==> config.mk <==
export PLATFORM = sky130hd
export DESIGN_NAME = one_shot_timer_slot_table
export DESIGN_NICKNAME = d
export VERILOG_FILES = /design/src/rtl/ostt_pkg.sv /design/src/rtl/ostt_ram.sv /design/src/rtl/ostt_alu.sv /design/src/rtl/one_shot_timer_slot_table.sv
export SDC_FILE = /design/constraint.sdc
export NUM_CORES = 2
export LEC_CHECK = 0
export BUFFER_PORTS_ARGS = -buffer_cell sky130_fd_sc_hd__buf_2
export CORE_MARGIN = 2
export CORE_UTILIZATION = 30
export CTS_BUF_LIST = sky130_fd_sc_hd__clkbuf_8
export DETAILED_ROUTE_END_ITERATION = 7
export HOLD_SLACK_MARGIN = 0.12
export SYNTH_ARGS = -nofsm -noshare
export SYNTH_HDL_FRONTEND = slang
export SYNTH_SLANG_ARGS = --single-unit
==> constraint.sdc <==
create_clock -name clk -period 10.7 [get_ports clk]
set_clock_uncertainty 0.1 [all_clocks]
set_input_delay 2.14 -clock clk [delete_from_list [all_inputs] [get_ports clk]]
set_output_delay 2.14 -clock clk [all_outputs]
set_load 0.02 [all_outputs]
==> src/rtl/ostt_pkg.sv <==
// Shared types and constants for the one-shot timer slot table.
// No dependencies; used by ostt_alu, the top module and the checker.
package ostt_pkg;

  localparam int ID_W    = 32;
  localparam int DLY_W   = 32;
  localparam int TIME_W  = 63;
  localparam int DUE_W   = 64;
  localparam int PROD_W  = 42;  // 32-bit delay times 1000 fits in 42 bits
  localparam int ENTRY_W = ID_W + DUE_W;

  localparam logic [9:0] US_PER_MS = 10'd1000;
  localparam logic [TIME_W-1:0] TIME_MAX = {TIME_W{1'b1}};

  // most fire results one tick can give
  localparam int MAX_RESULTS = 8;
  localparam int RES_IW      = $clog2(MAX_RESULTS);
  localparam int RES_CW      = $clog2(MAX_RESULTS + 1);

  localparam logic [1:0] OP_SCHEDULE   = 2'd0;
  localparam logic [1:0] OP_CANCEL     = 2'd1;
  localparam logic [1:0] OP_CANCEL_ALL = 2'd2;
  localparam logic [1:0] OP_TICK       = 2'd3;

  localparam logic [2:0] ST_DONE    = 3'd0;
  localparam logic [2:0] ST_ZERO_ID = 3'd1;
  localparam logic [2:0] ST_FULL    = 3'd2;
  localparam logic [2:0] ST_FIRED   = 3'd3;
  localparam logic [2:0] ST_NONE    = 3'd4;

  typedef enum logic {
    CMP_DUE,  // slot due at or before now
    CMP_MIN   // slot due earlier than running minimum
  } cmp_mode_t;

endpackage

==> src/rtl/ostt_ram.sv <==
// Generic single-write, single-read RAM with registered read data.
// No dependencies.
module ostt_ram #(
  parameter int WIDTH = 96,
  parameter int DEPTH = 8
) (
  input  logic                                  clk,
  input  logic                                  we,
  input  logic [(DEPTH > 1 ? $clog2(DEPTH) : 1)-1:0] waddr,
  input  logic [WIDTH-1:0]                      wdata,
  input  logic [(DEPTH > 1 ? $clog2(DEPTH) : 1)-1:0] raddr,
  output logic [WIDTH-1:0]                      rdata
);

  logic [WIDTH-1:0] mem [DEPTH];

  always_ff @(posedge clk) begin
    if (we) begin
      mem[waddr] <= wdata;
    end
    rdata <= mem[raddr];
  end

endmodule

==> src/rtl/ostt_alu.sv <==
// Shared 64-bit magnitude compare used by both slot scans.
// Depends on ostt_pkg.
module ostt_alu (
  input  ostt_pkg::cmp_mode_t               mode,
  input  logic [ostt_pkg::DUE_W-1:0]        slot_due,
  input  logic [ostt_pkg::TIME_W-1:0]       now,
  input  logic [ostt_pkg::DUE_W-1:0]        min_due,
  output logic                              hit
);

  logic [ostt_pkg::DUE_W-1:0] x;
  logic [ostt_pkg::DUE_W-1:0] y;
  logic                       lt;

  always_comb begin
    unique case (mode)
      ostt_pkg::CMP_DUE: begin
        x = {1'b0, now};
        y = slot_due;
      end
      ostt_pkg::CMP_MIN: begin
        x = slot_due;
        y = min_due;
      end
      default: begin
        x = slot_due;
        y = min_due;
      end
    endcase
    lt  = x < y;
    // due <= now is the complement of now < due
    hit = (mode == ostt_pkg::CMP_DUE) ? !lt : lt;
  end

endmodule

==> src/rtl/one_shot_timer_slot_table.sv <==
// One-shot timer slot table.
//
// Input channel (in_valid/in_ready) takes one command beat: op, timer_id,
// delay, now_us. Output channel (out_valid/out_ready) gives result beats:
// status, fired_id, next_due, last. A command gives one beat; a tick gives
// one beat per fired slot (up to eight, last marked) or one "nothing due".
//
// Per item the sequencer walks the slot RAM through a single read port and
// one shared comparator, one slot per cycle: a match/fire pass, an optional
// write of the scheduled slot, then an earliest-due pass. Cancel-all and a
// zero id skip the first pass and the write. in_ready is high only between
// items, from the cycle after the last beat is loaded.
//
// Reset clears all active flags and the output valid; slot ids and due times
// are left as they are and only read once written. A stalled receiver holds
// the output register; the block waits with the pending beat and takes no
// new item until its results are all loaded.
// Depends on ostt_pkg, ostt_ram, ostt_alu.
module one_shot_timer_slot_table #(
  parameter int SLOTS = 8
) (
  input  logic                            clk,
  input  logic                            rst,
  input  logic                            in_valid,
  output logic                            in_ready,
  input  logic [1:0]                      op,
  input  logic [ostt_pkg::ID_W-1:0]       timer_id,
  input  logic [ostt_pkg::DLY_W-1:0]      delay,
  input  logic [ostt_pkg::TIME_W-1:0]     now_us,
  output logic                            out_valid,
  input  logic                            out_ready,
  output logic [2:0]                      status,
  output logic [ostt_pkg::ID_W-1:0]       fired_id,
  output logic [ostt_pkg::TIME_W-1:0]     next_due,
  output logic                            last
);

  localparam int IW = (SLOTS > 1) ? $clog2(SLOTS) : 1;
  localparam int CW = $clog2(SLOTS + 1);

  typedef enum logic [2:0] {
    S_IDLE,
    S_SCAN_A,
    S_WRITE,
    S_SCAN_B,
    S_EMIT
  } state_t;

  state_t state;

  logic [1:0]                      op_q;
  logic [ostt_pkg::ID_W-1:0]       id_q;
  logic [ostt_pkg::DLY_W-1:0]      dly_q;
  logic [ostt_pkg::TIME_W-1:0]     now_q;
  logic [2:0]                      st_q;
  logic [ostt_pkg::PROD_W-1:0]     prod;
  logic [ostt_pkg::DUE_W-1:0]      due_new;

  logic [SLOTS-1:0]                active;
  logic [CW-1:0]                   cnt;
  logic                            pvld;
  logic [IW-1:0]                   pidx;
  logic                            hit;
  logic [IW-1:0]                   hidx;
  logic                            free_ok;
  logic [IW-1:0]                   fidx;
  logic                            min_ok;
  logic [ostt_pkg::DUE_W-1:0]      min_due;
  logic [ostt_pkg::RES_CW-1:0]     nfire;
  logic [ostt_pkg::RES_CW-1:0]     ecnt;
  logic [ostt_pkg::ID_W-1:0]       idbuf [ostt_pkg::MAX_RESULTS];

  logic                            ram_we;
  logic [IW-1:0]                   ram_waddr;
  logic [ostt_pkg::ENTRY_W-1:0]    ram_rdata;
  logic [ostt_pkg::ID_W-1:0]       rd_id;
  logic [ostt_pkg::DUE_W-1:0]      rd_due;
  ostt_pkg::cmp_mode_t             cmp_mode;
  logic                            cmp_hit;
  logic                            scan_end;
  logic [ostt_pkg::TIME_W-1:0]     nd_sat;
  logic                            emit_last;
  logic                            emit_go;

  assign in_ready  = (state == S_IDLE);
  assign rd_id     = ram_rdata[ostt_pkg::ENTRY_W-1 -: ostt_pkg::ID_W];
  assign rd_due    = ram_rdata[ostt_pkg::DUE_W-1:0];
  assign ram_we    = (state == S_WRITE);
  assign ram_waddr = hit ? hidx : fidx;
  assign cmp_mode  = (state == S_SCAN_A) ? ostt_pkg::CMP_DUE : ostt_pkg::CMP_MIN;
  assign scan_end  = (cnt == CW'(SLOTS)) && !pvld;
  assign nd_sat    = !min_ok ? '0 :
                     min_due[ostt_pkg::DUE_W-1] ? ostt_pkg::TIME_MAX :
                     min_due[ostt_pkg::TIME_W-1:0];
  assign emit_last = ((ecnt + ostt_pkg::RES_CW'(1)) == nfire);
  assign emit_go   = (state == S_EMIT) && (!out_valid || out_ready);

  ostt_ram #(
    .WIDTH (ostt_pkg::ENTRY_W),
    .DEPTH (SLOTS)
  ) u_ram (
    .clk   (clk),
    .we    (ram_we),
    .waddr (ram_waddr),
    .wdata ({id_q, due_new}),
    .raddr (cnt[IW-1:0]),
    .rdata (ram_rdata)
  );

  ostt_alu u_alu (
    .mode     (cmp_mode),
    .slot_due (rd_due),
    .now      (now_q),
    .min_due  (min_due),
    .hit      (cmp_hit)
  );

  // due time datapath: multiply, register, then add
  always_ff @(posedge clk) begin
    prod    <= ostt_pkg::PROD_W'(dly_q) * ostt_pkg::PROD_W'(ostt_pkg::US_PER_MS);
    due_new <= {1'b0, now_q} + ostt_pkg::DUE_W'(prod);
  end

  always_ff @(posedge clk) begin
    if (rst) begin
      state     <= S_IDLE;
      active    <= '0;
      out_valid <= 1'b0;
      cnt       <= '0;
      pvld      <= 1'b0;
      hit       <= 1'b0;
      free_ok   <= 1'b0;
      min_ok    <= 1'b0;
      nfire     <= '0;
      ecnt      <= '0;
    end else begin
      if (out_ready && !emit_go) begin
        out_valid <= 1'b0;
      end

      // read issue shared by both scans
      if (state == S_SCAN_A || state == S_SCAN_B) begin
        if (cnt != CW'(SLOTS)) begin
          pidx <= cnt[IW-1:0];
          cnt  <= cnt + CW'(1);
          pvld <= 1'b1;
        end else begin
          pvld <= 1'b0;
        end
      end

      unique case (state)
        S_IDLE: begin
          if (in_valid) begin
            op_q    <= op;
            id_q    <= timer_id;
            dly_q   <= delay;
            now_q   <= now_us;
            st_q    <= ostt_pkg::ST_DONE;
            cnt     <= '0;
            pvld    <= 1'b0;
            hit     <= 1'b0;
            free_ok <= 1'b0;
            min_ok  <= 1'b0;
            nfire   <= '0;
            ecnt    <= '0;
            if (op == ostt_pkg::OP_CANCEL_ALL) begin
              active <= '0;
              state  <= S_SCAN_B;
            end else if (op != ostt_pkg::OP_TICK && timer_id == '0) begin
              st_q  <= ostt_pkg::ST_ZERO_ID;
              state <= S_SCAN_B;
            end else begin
              state <= S_SCAN_A;
            end
          end
        end

        S_SCAN_A: begin
          if (pvld) begin
            case (op_q)
              ostt_pkg::OP_TICK: begin
                if (active[pidx] && cmp_hit &&
                    nfire != ostt_pkg::RES_CW'(ostt_pkg::MAX_RESULTS)) begin
                  active[pidx] <= 1'b0;
                  idbuf[nfire[ostt_pkg::RES_IW-1:0]] <= rd_id;
                  nfire <= nfire + ostt_pkg::RES_CW'(1);
                end
              end
              ostt_pkg::OP_CANCEL: begin
                if (active[pidx] && rd_id == id_q) begin
                  active[pidx] <= 1'b0;
                end
              end
              default: begin
                if (active[pidx] && rd_id == id_q && !hit) begin
                  hit  <= 1'b1;
                  hidx <= pidx;
                end
                if (!active[pidx] && !free_ok) begin
                  free_ok <= 1'b1;
                  fidx    <= pidx;
                end
              end
            endcase
          end
          if (scan_end) begin
            cnt <= '0;
            if (op_q == ostt_pkg::OP_SCHEDULE) begin
              if (hit || free_ok) begin
                state <= S_WRITE;
              end else begin
                st_q  <= ostt_pkg::ST_FULL;
                state <= S_SCAN_B;
              end
            end else begin
              state <= S_SCAN_B;
            end
          end
        end

        S_WRITE: begin
          active[ram_waddr] <= 1'b1;
          cnt               <= '0;
          pvld              <= 1'b0;
          state             <= S_SCAN_B;
        end

        S_SCAN_B: begin
          if (pvld && active[pidx] && (!min_ok || cmp_hit)) begin
            min_due <= rd_due;
            min_ok  <= 1'b1;
          end
          if (scan_end) begin
            state <= S_EMIT;
          end
        end

        S_EMIT: begin
          if (emit_go) begin
            out_valid <= 1'b1;
            next_due  <= nd_sat;
            if (op_q == ostt_pkg::OP_TICK && nfire != '0) begin
              status   <= ostt_pkg::ST_FIRED;
              fired_id <= idbuf[ecnt[ostt_pkg::RES_IW-1:0]];
              last     <= emit_last;
              ecnt     <= ecnt + ostt_pkg::RES_CW'(1);
              if (emit_last) begin
                state <= S_IDLE;
              end
            end else begin
              status   <= (op_q == ostt_pkg::OP_TICK) ? ostt_pkg::ST_NONE : st_q;
              fired_id <= '0;
              last     <= 1'b1;
              state    <= S_IDLE;
            end
          end
        end

        default: state <= S_IDLE;
      endcase
    end
  end

endmodule

==> results.py <==
metrics = {
    "route": {
        "drtAntennaViolNets": 0,
        "drt-total-wl_um": 152000,
        "drt_drc_violations_left": 0,
        "detail_route.vias_per_cell": 4.69,
        "drt_first_pass_iters": 6,
        "detail_route.iter0.violations": 2531,
        "num_vias": 33700,
        "routed_wire_length_per_instance_um": 21.2,
    },
    "cells_and_area": {
        "num-fill-cells": 20400,
        "final_common_cell": "sky130_fd_sc_hd__edfxtp_1",
        "area.sequential_sq_um": 44400,
        "area_delta_synth_final_pct": 15.2,
        "num-nets-final": 4597,
        "layout_common_cells": "1,327 x sky130_fd_sc_hd__edfxtp_1, 306 x sky130_fd_sc_hd__clkbuf_8, 268 x sky130_fd_sc_hd__inv_1, 256 x sky130_fd_sc_hd__mux4_2, 244 x sky130_fd_sc_hd__nand2_1",
        "fraction_of_final_layout_cells_sized_beyond_drive_strength_1_pct": 23.9,
        "multi_input_area_sq_um": 19200,
    },
    "synthesis": {
        "mappedNetlistArea_sq_um": 64600,
        "synth-seq-cells": 1554,
        "post_synth_inst_count": 3731,
        "share_of_synthesized_area_occupied_by_flip_flops_and_latches_pct": 68.7,
        "post_syn_nets": 4175,
        "synth-edff-count": 1327,
        "ys_async_sr_fraction_pct": 0,
        "avgSynthCellArea_sq_um": 17.3,
        "number_of_synthesis_warnings": 0,
        "dominantRegCellSynth": "sky130_fd_sc_hd__edfxtp_1",
        "yosys.cell_types.count": 74,
    },
    "sta": {
        "timing.final.max_slew_violations": 0,
        "report.final.setup_viol": 0,
        "maxClockFrequency_mhz": 162,
        "maxSlewHeadroom_pct": 16.0,
        "fin_tns_setup_ps": 0,
        "rsz0062_at_grt": "false",
        "timing_worst_slew_pin_value_ps": 1260,
        "fin_crit_sh_pct": 57.5,
        "layout_min_cycle_time_ps": 6160,
        "hold_viol_final": 0,
        "final_critical_path_setup_slack_ps": 4540,
    },
    "floorplan": {
        "initial_core_util_pct": 30.1,
        "dieArea_sq_um": 219000,
        "coreArea_sq_um": 214000,
        "die_height_um": 468,
        "floorplan.die.width_um": 468,
        "placement_rows": 170,
        "num_io_pins": 234,
    },
    "place": {
        "post-place-ws_ps": 4600,
        "detailedPlacementHpwl_um": 95900,
        "port_buffers": 233,
        "gp_congestion": 0.862,
    },
    "critical_path": {
        "worst-r2r-setup-slack_ps": 4540,
        "worstSetupStartpointType": "register",
        "critPathArrivalTime_ps": 6620,
        "required_ps": 11160,
        "critical_path_fanout_max": 70,
        "r2r-start": "state[1]$_SDFFE_PP0P_",
        "regToRegEndpoint": "min_due[42]$_DFFE_PP_",
        "reg2regPathDepth": 15,
        "critical_path_class": "register to register",
        "crit_end_category": "register",
    },
    "worst_hold_path": {
        "hold-path-endpoint": "due_new[2]$_DFF_P_",
        "hold_start": "now_q[2]$_DFFE_PP_",
        "hold_crit_path_type": "register to register",
        "holdPathStages": 0,
    },
    "pwr": {
        "power.leakage_nw": 26.1,
        "powerDensity_nw_per_um2": 200,
        "vdd_drop_max_v": 0.000122,
    },
    "clock_tree": {
        "cts_tree": "done",
        "cts.root.buffer_cell": "sky130_fd_sc_hd__clkbuf_8",
        "total_of_cells_resized_after_clock_tree_synthesis": 0,
        "htree_num_levels": 5,
        "postCtsSetupRepairBufs": 0,
        "holdBufCountCts": 0,
        "cts.clk_slew.worst_paths_ps": 60,
        "cts_made_buffers": 276,
        "clkSinkCount": 1554,
        "cts-root-to-sink-buffers": 4,
        "clk_latency_ps": 1010,
    },
    "global_route": {
        "antenna_found_initial": 4,
        "grt_overflow_total": 0,
        "grt_pass1_wl_um": 224000,
        "maximum_number_of_pins_on_one_net_before_global_route_repair": 150,
        "grt_pass1_vias": 35300,
        "grt_use_total_pct": 13.7,
    },
    "run": {
        "max_cap_viols": 0,
    },
    "status": {
        "outcome": "complete, no violations",
    },
}
==> kinds of logic after synthesis <==
family / share of synthesized area [%]
muxes: 12.1
AOI/OAI and AO/OA: 4.18
xor gates and xnor gates: 1.72
buffers and inverters: 1.88
and+or+nand+nor: 4.02
DFF: 68.7
adders and majority gates: 7.40
==> cell type report <==
class	instances	area share, %
Sequential cell	1554	59.6
Multi-Input combinational cell	1856	25.7
Clock buffer	306	5.66
Tap cell	2838	4.77
Timing Repair Buffer	282	2.09
Clock inverter	164	1.16
Inverter	183	0.929
Antenna cell	4	0.0134
==> per-layer routing <==
layer	vias up	routed length (um)	global-route usage (%)
li1	15200	-	-
met1	17400	65400	17.6
met2	857	74600	22.9
met3	281	6970	2.43
met4	2	5170	5.33
met5	-	13	0
==> metrics by stage <==
stage	power, mW	instances	hold slack [ps]	instance area [sq um]	util [%]
2_1_floorplan	9.23	3731	239	64600	-
3_3_place_gp	9.87	6713	286	69400	32.4
3_5_place_dp	9.91	6713	279	69400	32.4
4_1_cts	15.1	7183	291	74400	34.7
5_1_grt	15.7	7187	285	74500	34.7
6_report	14.9	7187	298	74500	34.7
==> sequential cells by signal, indices dropped and copies added (netlist names), 8 cells and up <==
| register | cells |
|---|---|
| u_ram.mem | 768 |
| idbuf | 256 |
| u_ram.rdata | 96 |
| due_new | 64 |
| min_due | 64 |
| next_due | 63 |
| now_q | 63 |
| prod | 39 |
| dly_q | 32 |
| fired_id | 32 |
| id_q | 32 |
| active | 8 |
==> synthesized netlist by cell type, types with 4 or more instances <==
library cell	count	share of area (%)
sky130_fd_sc_hd__and2_1	9	0.087
sky130_fd_sc_hd__edfxtp_1	1327	62
sky130_fd_sc_hd__o221a_2	7	0.12
sky130_fd_sc_hd__fa_1	119	3.7
sky130_fd_sc_hd__nand4_1	33	0.32
sky130_fd_sc_hd__and3_1	16	0.15
sky130_fd_sc_hd__or3_1	9	0.087
sky130_fd_sc_hd__clkbuf_1	101	0.59
sky130_fd_sc_hd__mux2i_1	99	1.5
sky130_fd_sc_hd__a21oi_1	105	0.81
sky130_fd_sc_hd__buf_2	5	0.039
sky130_fd_sc_hd__nor2b_1	15	0.15
sky130_fd_sc_hd__mux4_2	256	8.9
sky130_fd_sc_hd__mux2_2	96	1.7
sky130_fd_sc_hd__o22ai_1	4	0.039
sky130_fd_sc_hd__o21ai_1	5	0.039
sky130_fd_sc_hd__nand3_1	38	0.29
sky130_fd_sc_hd__a21o_1	66	0.77
sky130_fd_sc_hd__a211oi_1	12	0.14
sky130_fd_sc_hd__nand3b_1	4	0.046
sky130_fd_sc_hd__o21bai_1	13	0.15
sky130_fd_sc_hd__o211ai_1	14	0.16
sky130_fd_sc_hd__xor2_1	57	0.77
sky130_fd_sc_hd__o21ai_0	49	0.38
sky130_fd_sc_hd__dfxtp_1	227	7.0
sky130_fd_sc_hd__nand2_1	244	1.4
sky130_fd_sc_hd__inv_1	182	1.1
sky130_fd_sc_hd__o31ai_1	5	0.058
sky130_fd_sc_hd__nand2b_1	12	0.12
sky130_fd_sc_hd__ha_1	192	3.7
sky130_fd_sc_hd__nor3_1	24	0.19
sky130_fd_sc_hd__xnor2_1	70	0.95
sky130_fd_sc_hd__o21a_1	73	0.85
sky130_fd_sc_hd__a31oi_1	11	0.11
sky130_fd_sc_hd__or2_2	4	0.039
sky130_fd_sc_hd__buf_1	31	0.18
sky130_fd_sc_hd__a211o_1	4	0.054
sky130_fd_sc_hd__nor4_1	25	0.24
sky130_fd_sc_hd__nor2_1	118	0.69
==> critical path, cell delays in order (launching register included) <==
cell	delay, ps
sky130_fd_sc_hd__dfxtp_1	410
sky130_fd_sc_hd__nor2_1	230
sky130_fd_sc_hd__nand2_2	120
sky130_fd_sc_hd__inv_6	530
sky130_fd_sc_hd__buf_4	840
sky130_fd_sc_hd__mux2i_1	290
sky130_fd_sc_hd__ha_1	270
sky130_fd_sc_hd__a21o_1	160
sky130_fd_sc_hd__a21o_1	170
sky130_fd_sc_hd__a221oi_1	290
sky130_fd_sc_hd__o221a_2	240
sky130_fd_sc_hd__o221ai_1	230
sky130_fd_sc_hd__nor2_4	380
sky130_fd_sc_hd__xnor2_1	150
sky130_fd_sc_hd__a2111oi_4	370
sky130_fd_sc_hd__buf_4	790
==> how the worst max path moves through the flow <==
stage	start	end	cells past startpoint
final	state[1]$_SDFFE_PP0P_	min_due[42]$_DFFE_PP_	15
after global routing	state[1]$_SDFFE_PP0P_	min_due[42]$_DFFE_PP_	15
after CTS	state[1]$_SDFFE_PP0P_	min_due[41]$_DFFE_PP_	15
after detailed placement	state[1]$_SDFFE_PP0P_	min_due[37]$_DFFE_PP_	15
after global placement	state[2]$_SDFFE_PP0P_	min_due[37]$_DFFE_PP_	16
after floorplan	rst	dly_q[0]$_DFFE_PP_	4
==> power breakdown <==
group	switching, mW	internal, mW	total (mW)
Clock	2.36	2.76	5.12
Combinational	1.41	1.07	2.49
Sequential	0.284	7.02	7.31
No activity file was read; power rests on OpenSTA's default activity.
